File: config.mk
export PLATFORM = sky130hd
export DESIGN_NAME = led_mode_blink_pwm_controller_core
export DESIGN_NICKNAME = d
export VERILOG_FILES = /design/src/rtl/lmbp_pkg.sv /design/src/rtl/lmbp_cfg.sv /design/src/rtl/lmbp_step.sv /design/src/rtl/led_mode_blink_pwm_controller_core.sv
export SDC_FILE = /design/constraint.sdc
export NUM_CORES = 1
export LEC_CHECK = 0
export ABC_AREA = 1
export BUFFER_PORTS_ARGS = -buffer_cell sky130_fd_sc_hd__buf_2
export CORE_ASPECT_RATIO = 1.4
export CORE_MARGIN = 4
export CORE_UTILIZATION = 40
export CTS_CLUSTER_DIAMETER = 40
export DETAILED_ROUTE_END_ITERATION = 7
export SETUP_SLACK_MARGIN = 0.05
export SLEW_MARGIN = 20
export SYNTH_ARGS = -nofsm -noshare
export SYNTH_HDL_FRONTEND = slang
export SYNTH_HIERARCHICAL = 1
export SYNTH_SLANG_ARGS = --single-unit
File: constraint.sdc
create_clock -name clk -period 13.09 [get_ports clk]
set_input_delay 1.309 -clock clk [delete_from_list [all_inputs] [get_ports clk]]
set_output_delay 1.309 -clock clk [all_outputs]
set_load 0.02 [all_outputs]
File: src/rtl/lmbp_pkg.sv
package lmbp_pkg;

  localparam int unsigned CFG_DATA_W = 16;

  typedef enum logic [1:0] {
    CMD_TICK     = 2'd0,
    CMD_BLINK    = 2'd1,
    CMD_SET_MODE = 2'd2,
    CMD_AUTO_OFF = 2'd3
  } cmd_t;

  typedef enum logic [1:0] {
    MODE_OFF   = 2'd0,
    MODE_ON    = 2'd1,
    MODE_BLINK = 2'd2,
    MODE_PWM   = 2'd3
  } led_mode_t;

  typedef enum logic [1:0] {
    REG_ACTIVE_HIGH  = 2'd0,
    REG_PWM_PERIOD   = 2'd1,
    REG_DUTY_PERCENT = 2'd2,
    REG_DEFAULT_MODE = 2'd3
  } cfg_reg_t;

  localparam logic        ACTIVE_HIGH_RST  = 1'b1;
  localparam logic [15:0] PWM_PERIOD_RST   = 16'd1000;
  localparam logic [6:0]  DUTY_PERCENT_RST = 7'd50;
  localparam logic [6:0]  DUTY_MAX         = 7'd100;
  localparam logic [22:0] PWM_SCALE        = 23'd100;
  localparam logic [31:0] NEVER_STAMP      = 32'hFFFF_FFFF;

  typedef struct packed {
    logic        active_high;
    logic [15:0] pwm_period;
    logic [6:0]  duty_percent;
    logic [1:0]  default_mode;
  } cfg_t;

  typedef struct packed {
    logic [1:0]  mode;
    logic [1:0]  new_mode;
    logic [31:0] duration;
  } in_beat_t;

  typedef struct packed {
    logic       pin_level;
    logic       pin_written;
    logic [1:0] current_mode;
  } out_beat_t;

endpackage

File: src/rtl/lmbp_cfg.sv
module lmbp_cfg import lmbp_pkg::*; (
  input  logic                  clk,
  input  logic                  rst,
  input  logic                  cfg_we,
  input  logic [1:0]            cfg_index,
  input  logic [CFG_DATA_W-1:0] cfg_data,
  output cfg_t                  cfg
);

  cfg_t cfg_next;

  always_comb begin
    cfg_next = cfg;
    if (cfg_we) begin
      unique case (cfg_reg_t'(cfg_index))
        REG_ACTIVE_HIGH:  cfg_next.active_high  = cfg_data[0];
        REG_PWM_PERIOD:   cfg_next.pwm_period   = cfg_data[15:0];
        REG_DUTY_PERCENT: cfg_next.duty_percent = cfg_data[6:0];
        REG_DEFAULT_MODE: cfg_next.default_mode = cfg_data[1:0];
        default:          cfg_next = cfg;
      endcase
    end
  end

  always_ff @(posedge clk) begin
    if (rst) begin
      cfg.active_high  <= ACTIVE_HIGH_RST;
      cfg.pwm_period   <= PWM_PERIOD_RST;
      cfg.duty_percent <= DUTY_PERCENT_RST;
      cfg.default_mode <= MODE_OFF;
    end else begin
      cfg <= cfg_next;
    end
  end

endmodule

File: src/rtl/lmbp_step.sv
module lmbp_step import lmbp_pkg::*; (
  input  logic      clk,
  input  logic      rst,
  input  logic      fire,
  input  in_beat_t  item,
  input  cfg_t      cfg,
  output out_beat_t res
);

  logic [31:0] time_now, time_now_next;
  logic [15:0] pwm_phase, pwm_phase_next;
  led_mode_t   led_mode, led_mode_next;
  logic        last_level, last_level_next;
  logic        level_known, level_known_next;
  logic [31:0] blink_start, blink_start_next;
  logic [31:0] blink_length, blink_length_next;
  logic [31:0] off_stamp, off_stamp_next;
  logic        pin_reg, pin_reg_next;

  logic [15:0] per;
  logic [6:0]  duty_sat;
  logic [16:0] phase_inc;
  logic [15:0] phase_wrap;
  logic [22:0] duty_prod;
  logic [22:0] phase_scaled;
  logic [31:0] time_inc;
  logic [31:0] blink_age;
  logic        level;
  logic        written;

  assign per          = (cfg.pwm_period == '0) ? 16'd1 : cfg.pwm_period;
  assign duty_sat     = (cfg.duty_percent > DUTY_MAX) ? DUTY_MAX : cfg.duty_percent;
  assign phase_inc    = {1'b0, pwm_phase} + 17'd1;
  assign phase_wrap   = (phase_inc >= {1'b0, per}) ? '0 : phase_inc[15:0];
  assign duty_prod    = 23'(per) * 23'(duty_sat);
  assign phase_scaled = 23'(phase_wrap) * PWM_SCALE;
  assign time_inc     = time_now + 32'd1;
  assign blink_age    = time_inc - blink_start;

  always_comb begin
    time_now_next     = time_now;
    pwm_phase_next    = pwm_phase;
    led_mode_next     = led_mode;
    last_level_next   = last_level;
    level_known_next  = level_known;
    blink_start_next  = blink_start;
    blink_length_next = blink_length;
    off_stamp_next    = off_stamp;
    pin_reg_next      = pin_reg;
    level             = 1'b0;
    written           = 1'b0;
    unique case (cmd_t'(item.mode))
      CMD_TICK: begin
        time_now_next  = time_inc;
        pwm_phase_next = phase_wrap;
        unique case (led_mode)
          MODE_OFF: level = 1'b0;
          MODE_ON:  level = 1'b1;
          MODE_BLINK: begin
            if (blink_length < blink_age) begin
              level         = 1'b0;
              led_mode_next = led_mode_t'(cfg.default_mode);
            end else begin
              level = 1'b1;
            end
          end
          MODE_PWM: level = (phase_scaled <= duty_prod);
          default:  level = 1'b0;
        endcase
        if (!level_known || (last_level != level)) begin
          written      = 1'b1;
          pin_reg_next = level ^ !cfg.active_high;
        end
        last_level_next  = level;
        level_known_next = 1'b1;
        if (off_stamp < time_inc) begin
          led_mode_next = MODE_OFF;
        end
      end
      CMD_BLINK: begin
        if (item.duration != '0) begin
          blink_start_next  = time_now;
          blink_length_next = item.duration;
          led_mode_next     = MODE_BLINK;
          pin_reg_next      = cfg.active_high;
          last_level_next   = 1'b1;
          level_known_next  = 1'b1;
          written           = 1'b1;
        end
      end
      CMD_SET_MODE: led_mode_next = led_mode_t'(item.new_mode);
      CMD_AUTO_OFF: begin
        off_stamp_next = (item.duration == NEVER_STAMP) ? NEVER_STAMP
                                                        : time_now + item.duration;
      end
      default: led_mode_next = led_mode;
    endcase
  end

  assign res.pin_level    = pin_reg_next;
  assign res.pin_written  = written;
  assign res.current_mode = led_mode_next;

  always_ff @(posedge clk) begin
    if (rst) begin
      time_now     <= '0;
      pwm_phase    <= '0;
      led_mode     <= MODE_OFF;
      last_level   <= 1'b0;
      level_known  <= 1'b0;
      blink_start  <= '0;
      blink_length <= '0;
      off_stamp    <= NEVER_STAMP;
      pin_reg      <= 1'b0;
    end else if (fire) begin
      time_now     <= time_now_next;
      pwm_phase    <= pwm_phase_next;
      led_mode     <= led_mode_next;
      last_level   <= last_level_next;
      level_known  <= level_known_next;
      blink_start  <= blink_start_next;
      blink_length <= blink_length_next;
      off_stamp    <= off_stamp_next;
      pin_reg      <= pin_reg_next;
    end
  end

endmodule

File: src/rtl/led_mode_blink_pwm_controller_core.sv
// Single LED channel controller: off, on, blink and software PWM modes.
// Input channel (in_valid/in_ready/in_beat) carries one command per beat:
// millisecond tick, blink start, mode change or auto-off arm. Output channel
// (out_valid/out_ready/out_beat) returns exactly one beat per input beat, in
// order: the pin level, whether the pin was written, and the mode after it.
// Configuration registers are written through cfg_we/cfg_index/cfg_data; the
// user must do so only while the block is idle, which the block does not
// enforce; index 0 polarity, 1 PWM period, 2 duty, 3 default mode. A beat is
// captured in the input register, the next state and the result are worked
// out combinationally, and the result register presents it: out_valid rises
// when the beat advances into it. One beat per cycle sustained while the
// receiver accepts, set by the combinational state update between registers.
// When the receiver stalls, the result register holds and the input register
// still takes one more beat; in_ready drops only while both are full.
// Reset (rst, synchronous) empties both registers, restores register defaults,
// clears time and phase, sets mode off and makes the first tick write the pin.
module led_mode_blink_pwm_controller_core import lmbp_pkg::*; (
  input  logic                  clk,
  input  logic                  rst,
  input  logic                  in_valid,
  output logic                  in_ready,
  input  in_beat_t              in_beat,
  output logic                  out_valid,
  input  logic                  out_ready,
  output out_beat_t             out_beat,
  input  logic                  cfg_we,
  input  logic [1:0]            cfg_index,
  input  logic [CFG_DATA_W-1:0] cfg_data
);

  cfg_t      cfg;
  in_beat_t  s_beat;
  logic      s_valid;
  logic      advance;
  out_beat_t res;

  assign advance  = s_valid && (!out_valid || out_ready);
  assign in_ready = !s_valid || advance;

  lmbp_cfg u_cfg (
    .clk       (clk),
    .rst       (rst),
    .cfg_we    (cfg_we),
    .cfg_index (cfg_index),
    .cfg_data  (cfg_data),
    .cfg       (cfg)
  );

  lmbp_step u_step (
    .clk  (clk),
    .rst  (rst),
    .fire (advance),
    .item (s_beat),
    .cfg  (cfg),
    .res  (res)
  );

  always_ff @(posedge clk) begin
    if (rst) begin
      s_valid <= 1'b0;
    end else if (in_ready) begin
      s_valid <= in_valid;
    end
  end

  always_ff @(posedge clk) begin
    if (in_valid && in_ready) begin
      s_beat <= in_beat;
    end
  end

  always_ff @(posedge clk) begin
    if (rst) begin
      out_valid <= 1'b0;
    end else if (advance) begin
      out_valid <= 1'b1;
    end else if (out_ready) begin
      out_valid <= 1'b0;
    end
  end

  always_ff @(posedge clk) begin
    if (advance) begin
      out_beat <= res;
    end
  end

  a_ready_when_empty: assert property (@(posedge clk) disable iff (rst)
    !s_valid |-> in_ready)
    else $error("input stage empty but in_ready low");

  a_result_after_advance: assert property (@(posedge clk) disable iff (rst)
    advance |=> out_valid)
    else $error("advanced beat did not reach the result register");

  a_stage_holds: assert property (@(posedge clk) disable iff (rst)
    s_valid && !advance |=> s_valid && $stable(s_beat))
    else $error("input stage lost a beat while stalled");

endmodule

==> impl_results.md, run 1 <==
* Outcome: finished clean
* I/O pin count at 65
* Count of final hold-check violations at 0
* Pwr/cell area at 121.6 nW/µm²
* Area Overhead vs Synth at 10.87%
* Vert. Die Dim at 267.0 µm
* FF+latch count, synth at 217
* Die area at 51,550 µm²
* Clk buf depth at 3
* FILL cells at 4,763
* Finish-stage setup viols at 0
* Share of layout cells above drive strength 1 at 7.240%
* Asr flop ratio synth at 0%
* Syn_nets at 2,973
* H-tree depth at 2
* HP Class: register to register
* Top_reg_cell synth: dfxtp_1
* FP Rows at 94
* Reg with most FFs: s_beat
* Synthesized area at 19,170 µm²
* Worst Hold Margin at 456.4 ps
* Slew HR at 33.70%
* Max Freq at 114.2 MHz
* CP max stage delay at 500 ps
* CTS tree: yes
* Sequential cell area at 4745 µm²
* Startpoint Class: register
* Via/cell ratio at 5.166
* Clock Latency Late Sink at 520 ps
* Net count, final at 3,007
* Largest net degree at the start of global routing at 80
* Core area at 47,160 µm²
* Gr ovfl total at 0
* Via Count at 16,850
* Finished Cell Area at 21,260 µm²
* Max FFs per register at 36
* Vias in the first global route at 16,890
* Worst EP required at 13,420 ps
* Root buf cell: clkbuf_16
* Syn Area/Cell at 7.437 µm²
* Setup_tns at 0 ps
* Iteration-0 DRC Markers at 861
* Final ANT Viol Nets at 0
* Diode count at 0
* Worst VDD drop at 92.29 µV
* Clock-pin slew on the worst setup and hold paths at 50 ps
* Sequential fraction of the synthesis area at 24.75%
* Clk_skew at 20.78 ps
* Initial core utilization at 40.65%
* Detailed Routing Iterations Pass 1 at 6
* Clock sinks at 217
* Most used cell, CP: nand2_1
* Slowest cell on the critical path: fa_1
* Unrepaired setup endpoints after global routing: false
* Worst Path Arrival at 9090 ps
* Max-Cap Viols at 0
* Total CTS buffers at 36
* CP Capture Type: register
* Post_cts resized at 0
* Final GP Congestion at 0.8590
* Post-synthesis cell count at 2,578
* Detailed Route WL at 52,520 µm
* EDFF count, synth at 40
* Period utilization at 66.92%
* Worst-path maximum fanout at 9
* PortBufs at 64
* Cell Area, Placed at 20,030 µm²
* Setup CP Type: register to register
* Wirelength per Cell at 16.10 µm
* Max Slew Vio Count at 0
* Multi-input combinational cell area at 12,460 µm²
* Worst-Margin Slew at 988.4 ps
* First-pass GRT wire length at 85,370 µm
* Yosys cell types at 62
* Leak at 10.65 nW
* DRC viols at 0
* Synth warn at 6
* Post-route minimum period at 8760 ps
* Post-DP HPWL at 40,990 µm
* Hold-fix buffers, CTS at 0
* Post-CTS setup buffer count at 0
* Die Wd at 193.0 µm
* GRT Resource Usage Total at 20.45%
* Initial antenna violation count at 0
-- cell families (layout without fill, tap and decap cells) --
| group | Yosys count | after routing | share of synthesized area [%] |
|---|---|---|---|
| buffers and inverters | 520 | 580 | 10.43 |
| AO/OA/AOI/OAI | 518 | 518 | 14.66 |
| XOR/XNOR | 112 | 112 | 5.156 |
| flip-flops | 217 | 217 | 24.75 |
| adder cells (fa/ha/maj) | 336 | 336 | 25.14 |
| AND/OR/NAND/NOR | 875 | 875 | 19.87 |
-- stage by stage --
stage	utilization, %	setup WS, ps	power (W)	instances
global route	45.07	3335	0.002783	3262
finish	45.07	4330	0.002584	3262
detailed placement	42.47	4397	0.001632	3198
global placement	42.47	4667	0.001620	3198
floorplan	-	5596	0.001421	2578
CTS	45.06	4320	0.002619	3262
-- layout make-up --
type | count | area share (%)
clock buffer | 40 | 4.503
multi-input combinational | 1841 | 58.61
inverter | 443 | 7.823
sequential | 217 | 22.32
timing repair buffer | 73 | 1.825
clock inverter | 24 | 1.248
tap | 624 | 3.673
-- worst paths after layout --
path	startpoint	endpoint	slack (ps)	depth (start not counted)
setup / recovery	u_step/pwm_phase[0]	out_beat[3]	4330	52
hold / removal	u_step/blink_start[11]	u_step/blink_start[11]	460	2
hold reg to reg	u_step/blink_start[11]	u_step/blink_start[11]	460	2
setup reg to reg	u_step/pwm_phase[0]	out_beat[3]	4330	52
-- power by group --
group / leakage, nW / internal (W) / switching [W] / total (W)
Combinational: 8.23 / 0.000344 / 0.000526 / 0.000870
Clock: 0.589 / 0.000599 / 0.000369 / 0.000968
Sequential: 1.83 / 0.000709 / 0.0000366 / 0.000746
-- per-layer routing --
layer	share of wire, %	track usage [%]	routed length, µm	vias up
li1	-	-	-	8512
met1	38	21.53	19890	7932
met2	55	40.53	28740	290
met3	2.9	2.054	1535	116
met4	4.5	8.386	2353	0
met5	0	0	0	-
-- critical path, delay by kind of cell (launching register included) --
kind	cells	cell delay, ps
compound gates	11	2190
flops	1	400
fa+ha+maj	7	2230
buf+inv	3	130
xor+xnor	1	140
simple gates	30	3510
-- placed cells by master, fill, tap and decap left out, drive strengths merged, types with 5 or more instances in the layout --
cell type,count
a211oi,7
a21o,9
a21oi,292
a31oi,5
buf,73
clkbuf,40
clkinv,12
dfxtp,177
edfxtp,40
fa,82
ha,254
inv,448
nand2,505
nand3,130
nand4,31
nor2,148
nor3,29
nor4,17
o211ai,7
o21a,8
o21ai,153
o21bai,6
o22ai,5
or2,9
xnor2,41
xor2,71
-- synth_stat cells, types with 3 or more instances --
| cell | count | area share [%] |
|---|---|---|
| fa_1 | 82 | 8.6 |
| o22ai_1 | 5 | 0.16 |
| nand3_1 | 120 | 3.1 |
| xor2_1 | 70 | 3.2 |
| nor3_2 | 3 | 0.16 |
| nand2_1 | 501 | 9.8 |
| a221oi_1 | 3 | 0.14 |
| o211ai_1 | 7 | 0.27 |
| or2_2 | 9 | 0.29 |
| o21bai_1 | 6 | 0.23 |
| inv_1 | 437 | 8.6 |
| inv_2 | 3 | 0.059 |
| o21ai_1 | 6 | 0.16 |
| a31oi_1 | 5 | 0.16 |
| ha_1 | 254 | 17 |
| a211oi_1 | 7 | 0.27 |
| xnor2_1 | 41 | 1.9 |
| nand2_2 | 3 | 0.098 |
| nor2_2 | 3 | 0.098 |
| a21o_1 | 9 | 0.35 |
| nor4_1 | 16 | 0.52 |
| clkinv_1 | 3 | 0.059 |
| a21oi_1 | 290 | 7.6 |
| nand4_1 | 31 | 1.0 |
| o21ai_0 | 145 | 3.8 |
| o221ai_1 | 4 | 0.18 |
| clkbuf_1 | 63 | 1.2 |
| dfxtp_1 | 177 | 18 |
| nor3_1 | 25 | 0.65 |
| edfxtp_1 | 40 | 6.3 |
| buf_2 | 4 | 0.10 |
| buf_4 | 5 | 0.20 |
| nand3_2 | 9 | 0.47 |
| o31ai_1 | 4 | 0.16 |
| nor2_4 | 4 | 0.23 |
| nor2_1 | 141 | 2.8 |
| o21a_1 | 8 | 0.31 |
| o221a_2 | 3 | 0.18 |
Note: power is estimated with default switching activity, not from simulation.
==> run 2, diff against run 1 <==
==> constraint.sdc (replaced) <==
create_clock -name clk -period 7.7 [get_ports clk]
set_input_delay 0.77 -clock clk [delete_from_list [all_inputs] [get_ports clk]]
set_output_delay 0.77 -clock clk [all_outputs]
set_load 0.02 [all_outputs]
==> run 2 against run 1 <==
Effect of this change:
- non-clock buffer count rose by 88
- worst setup slack got worse by 3900 ps
- critical path depth did not move
- critical path type unchanged
- critical endpoint unchanged
- global-route usage rose by 0.14 points
- total power rose by 70%
- register-to-register slack got worse by 3900 ps
==> impl_results.md, run 2 (synthesized netlist as in run 1, its figures left out) <==
* CP Capture Type: register
* Pwr Total at 0.004389 W
* Vert. Die Dim at 267.0 µm
* Die Wd at 193.0 µm
* Clk_skew at 23.34 ps
* Worst-path maximum fanout at 5
* DRC viols at 0
* Clock Latency Late Sink at 540 ps
* Area Overhead vs Synth at 16.71%
* Detailed Route WL at 53,560 µm
* FILL cells at 4,643
* Largest net degree at the start of global routing at 95
* Core area at 47,160 µm²
* Worst EP required at 8070 ps
* GRT Resource Usage Total at 20.58%
* Vias in the first global route at 17,350
* I/O pin count at 65
* FP Rows at 94
* Fin cells at 3,348
* Outcome: finished clean
* Die area at 51,550 µm²
* First-pass GRT wire length at 85,660 µm
* Pwr/cell area at 196.2 nW/µm²
* Final ANT Viol Nets at 0
* Most frequent cells in the layout: nand2_1 (474), inv_1 (426), a21oi_1 (279), ha_1 (241), dfxtp_1 (175)
* Max Slew Vio Count at 0
* Dpl cells at 3,267
* Most used cell, CP: nand2_1
* Diode count at 0
* Clk buf depth at 3
* HP Class: input port to register
* Startpoint Class: register
* Via/cell ratio at 5.204
* Commonest non-fill, non-tap cell in the layout: nand2_1
* Max-Cap Viols at 0
* Initial antenna violation count at 0
* Wirelength per Cell at 16.00 µm
* Gr ovfl total at 0
* Worst Path Arrival at 7670 ps
* PortBufs at 64
* Iteration-0 DRC Markers at 859
* Final GP Congestion at 0.8812
* Leak at 11.10 nW
* Share of layout cells above drive strength 1 at 13.66%
* Net count, final at 3,093
* Slowest cell on the critical path: fa_1
* Worst slack at placement at -282.0 ps
* Setup ws final at 397.6 ps
* Multi-input combinational cell area at 12,950 µm²
* Reg with most FFs: s_beat
* Initial core utilization at 40.65%
* Worst-Margin Slew at 1063 ps
* CTS tree: yes
* Root buf cell: clkbuf_16
* Detailed Routing Iterations Pass 1 at 5
* Via Count at 17,420
* Finish-stage setup viols at 0
* CP max stage delay at 490 ps
* Clock-pin slew on the worst setup and hold paths at 60 ps
* Top cell family by delay on the critical path: simple AND/OR/NAND/NOR gates
* Total CTS buffers at 34
* Clock sinks at 217
* Max Freq at 136.9 MHz
* Post-DP HPWL at 40,990 µm
* Count of final hold-check violations at 0
* Period utilization at 94.84%
* Unrepaired setup endpoints after global routing: true
* Worst VDD drop at 132.9 µV
* H-tree depth at 2
* Max FFs per register at 36
* Slew HR at 28.69%
* WP buf/inv at 5
* Setup CP Type: register to register
* Post-route minimum period at 7302 ps
* Sequential cell area at 4747 µm²
## run 2: cell types whose count changed in the layout (fill, tap and decap cells not counted), sizes merged
cell	change
clkbuf	-1
clkinv	+6
inv	-3
bufinv	-1
clkinvlp	-3
buf	+88
## run 2: metal layers
layer  global-route usage, %  wire (µm)  vias to the layer above
met4                   10.45       3178                        0
li1                        -          -                     8678
met1                   21.23      19940                     8229
met5                       0          0                        -
met3                   2.067       1603                      150
met2                   40.32      28840                      365
## run 2: final cells by class
cell class	count	area share (%)
clock inverter	23	1.253
timing repair buffer	161	4.753
multi-input combinational	1841	57.88
tap	624	3.489
sequential	217	21.21
clock buffer	39	3.976
inverter	443	7.437
## run 2: timing repair
action	4_1_cts	5_1_grt
hold buffers	0	0
endpoints found under the setup margin	4	4
resized for setup	14	105
setup buffers	1	18
endpoints found under the hold margin	0	0
pin swaps	3	57
## run 2: path summary, 6_finish.rpt
path	startpoint	to	slack, ps	depth (start not counted)
worst max-delay path	u_step/pwm_phase[0]	out_beat[3]	400	52
worst min-delay path	in_beat[24]	s_beat[24]	410	1
worst max register to register	u_step/pwm_phase[0]	out_beat[3]	400	52
worst min register to register	u_step/blink_length[0]	u_step/blink_length[0]	460	2
## run 2: power by group
| group | internal (W) | switching, W |
|---|---|---|
| Clock | 0.000933 | 0.000639 |
| Sequential | 0.00121 | 0.0000497 |
| Combinational | 0.000629 | 0.000933 |
## run 2: metrics by stage
step / utilization, % / area, µm² / hold WS, ps / setup TNS [ps]
final: 47.45 / 22380 / 407.4 / 0
after global routing: 47.45 / 22380 / 387.6 / -367.6
after CTS: 46.15 / 21760 / 376.3 / 0
after detailed placement: 43.56 / 20550 / 453.5 / -722.2
after global placement: 43.56 / 20550 / 446.3 / -448.9
after floorplan: - / 19170 / 423.5 / 0
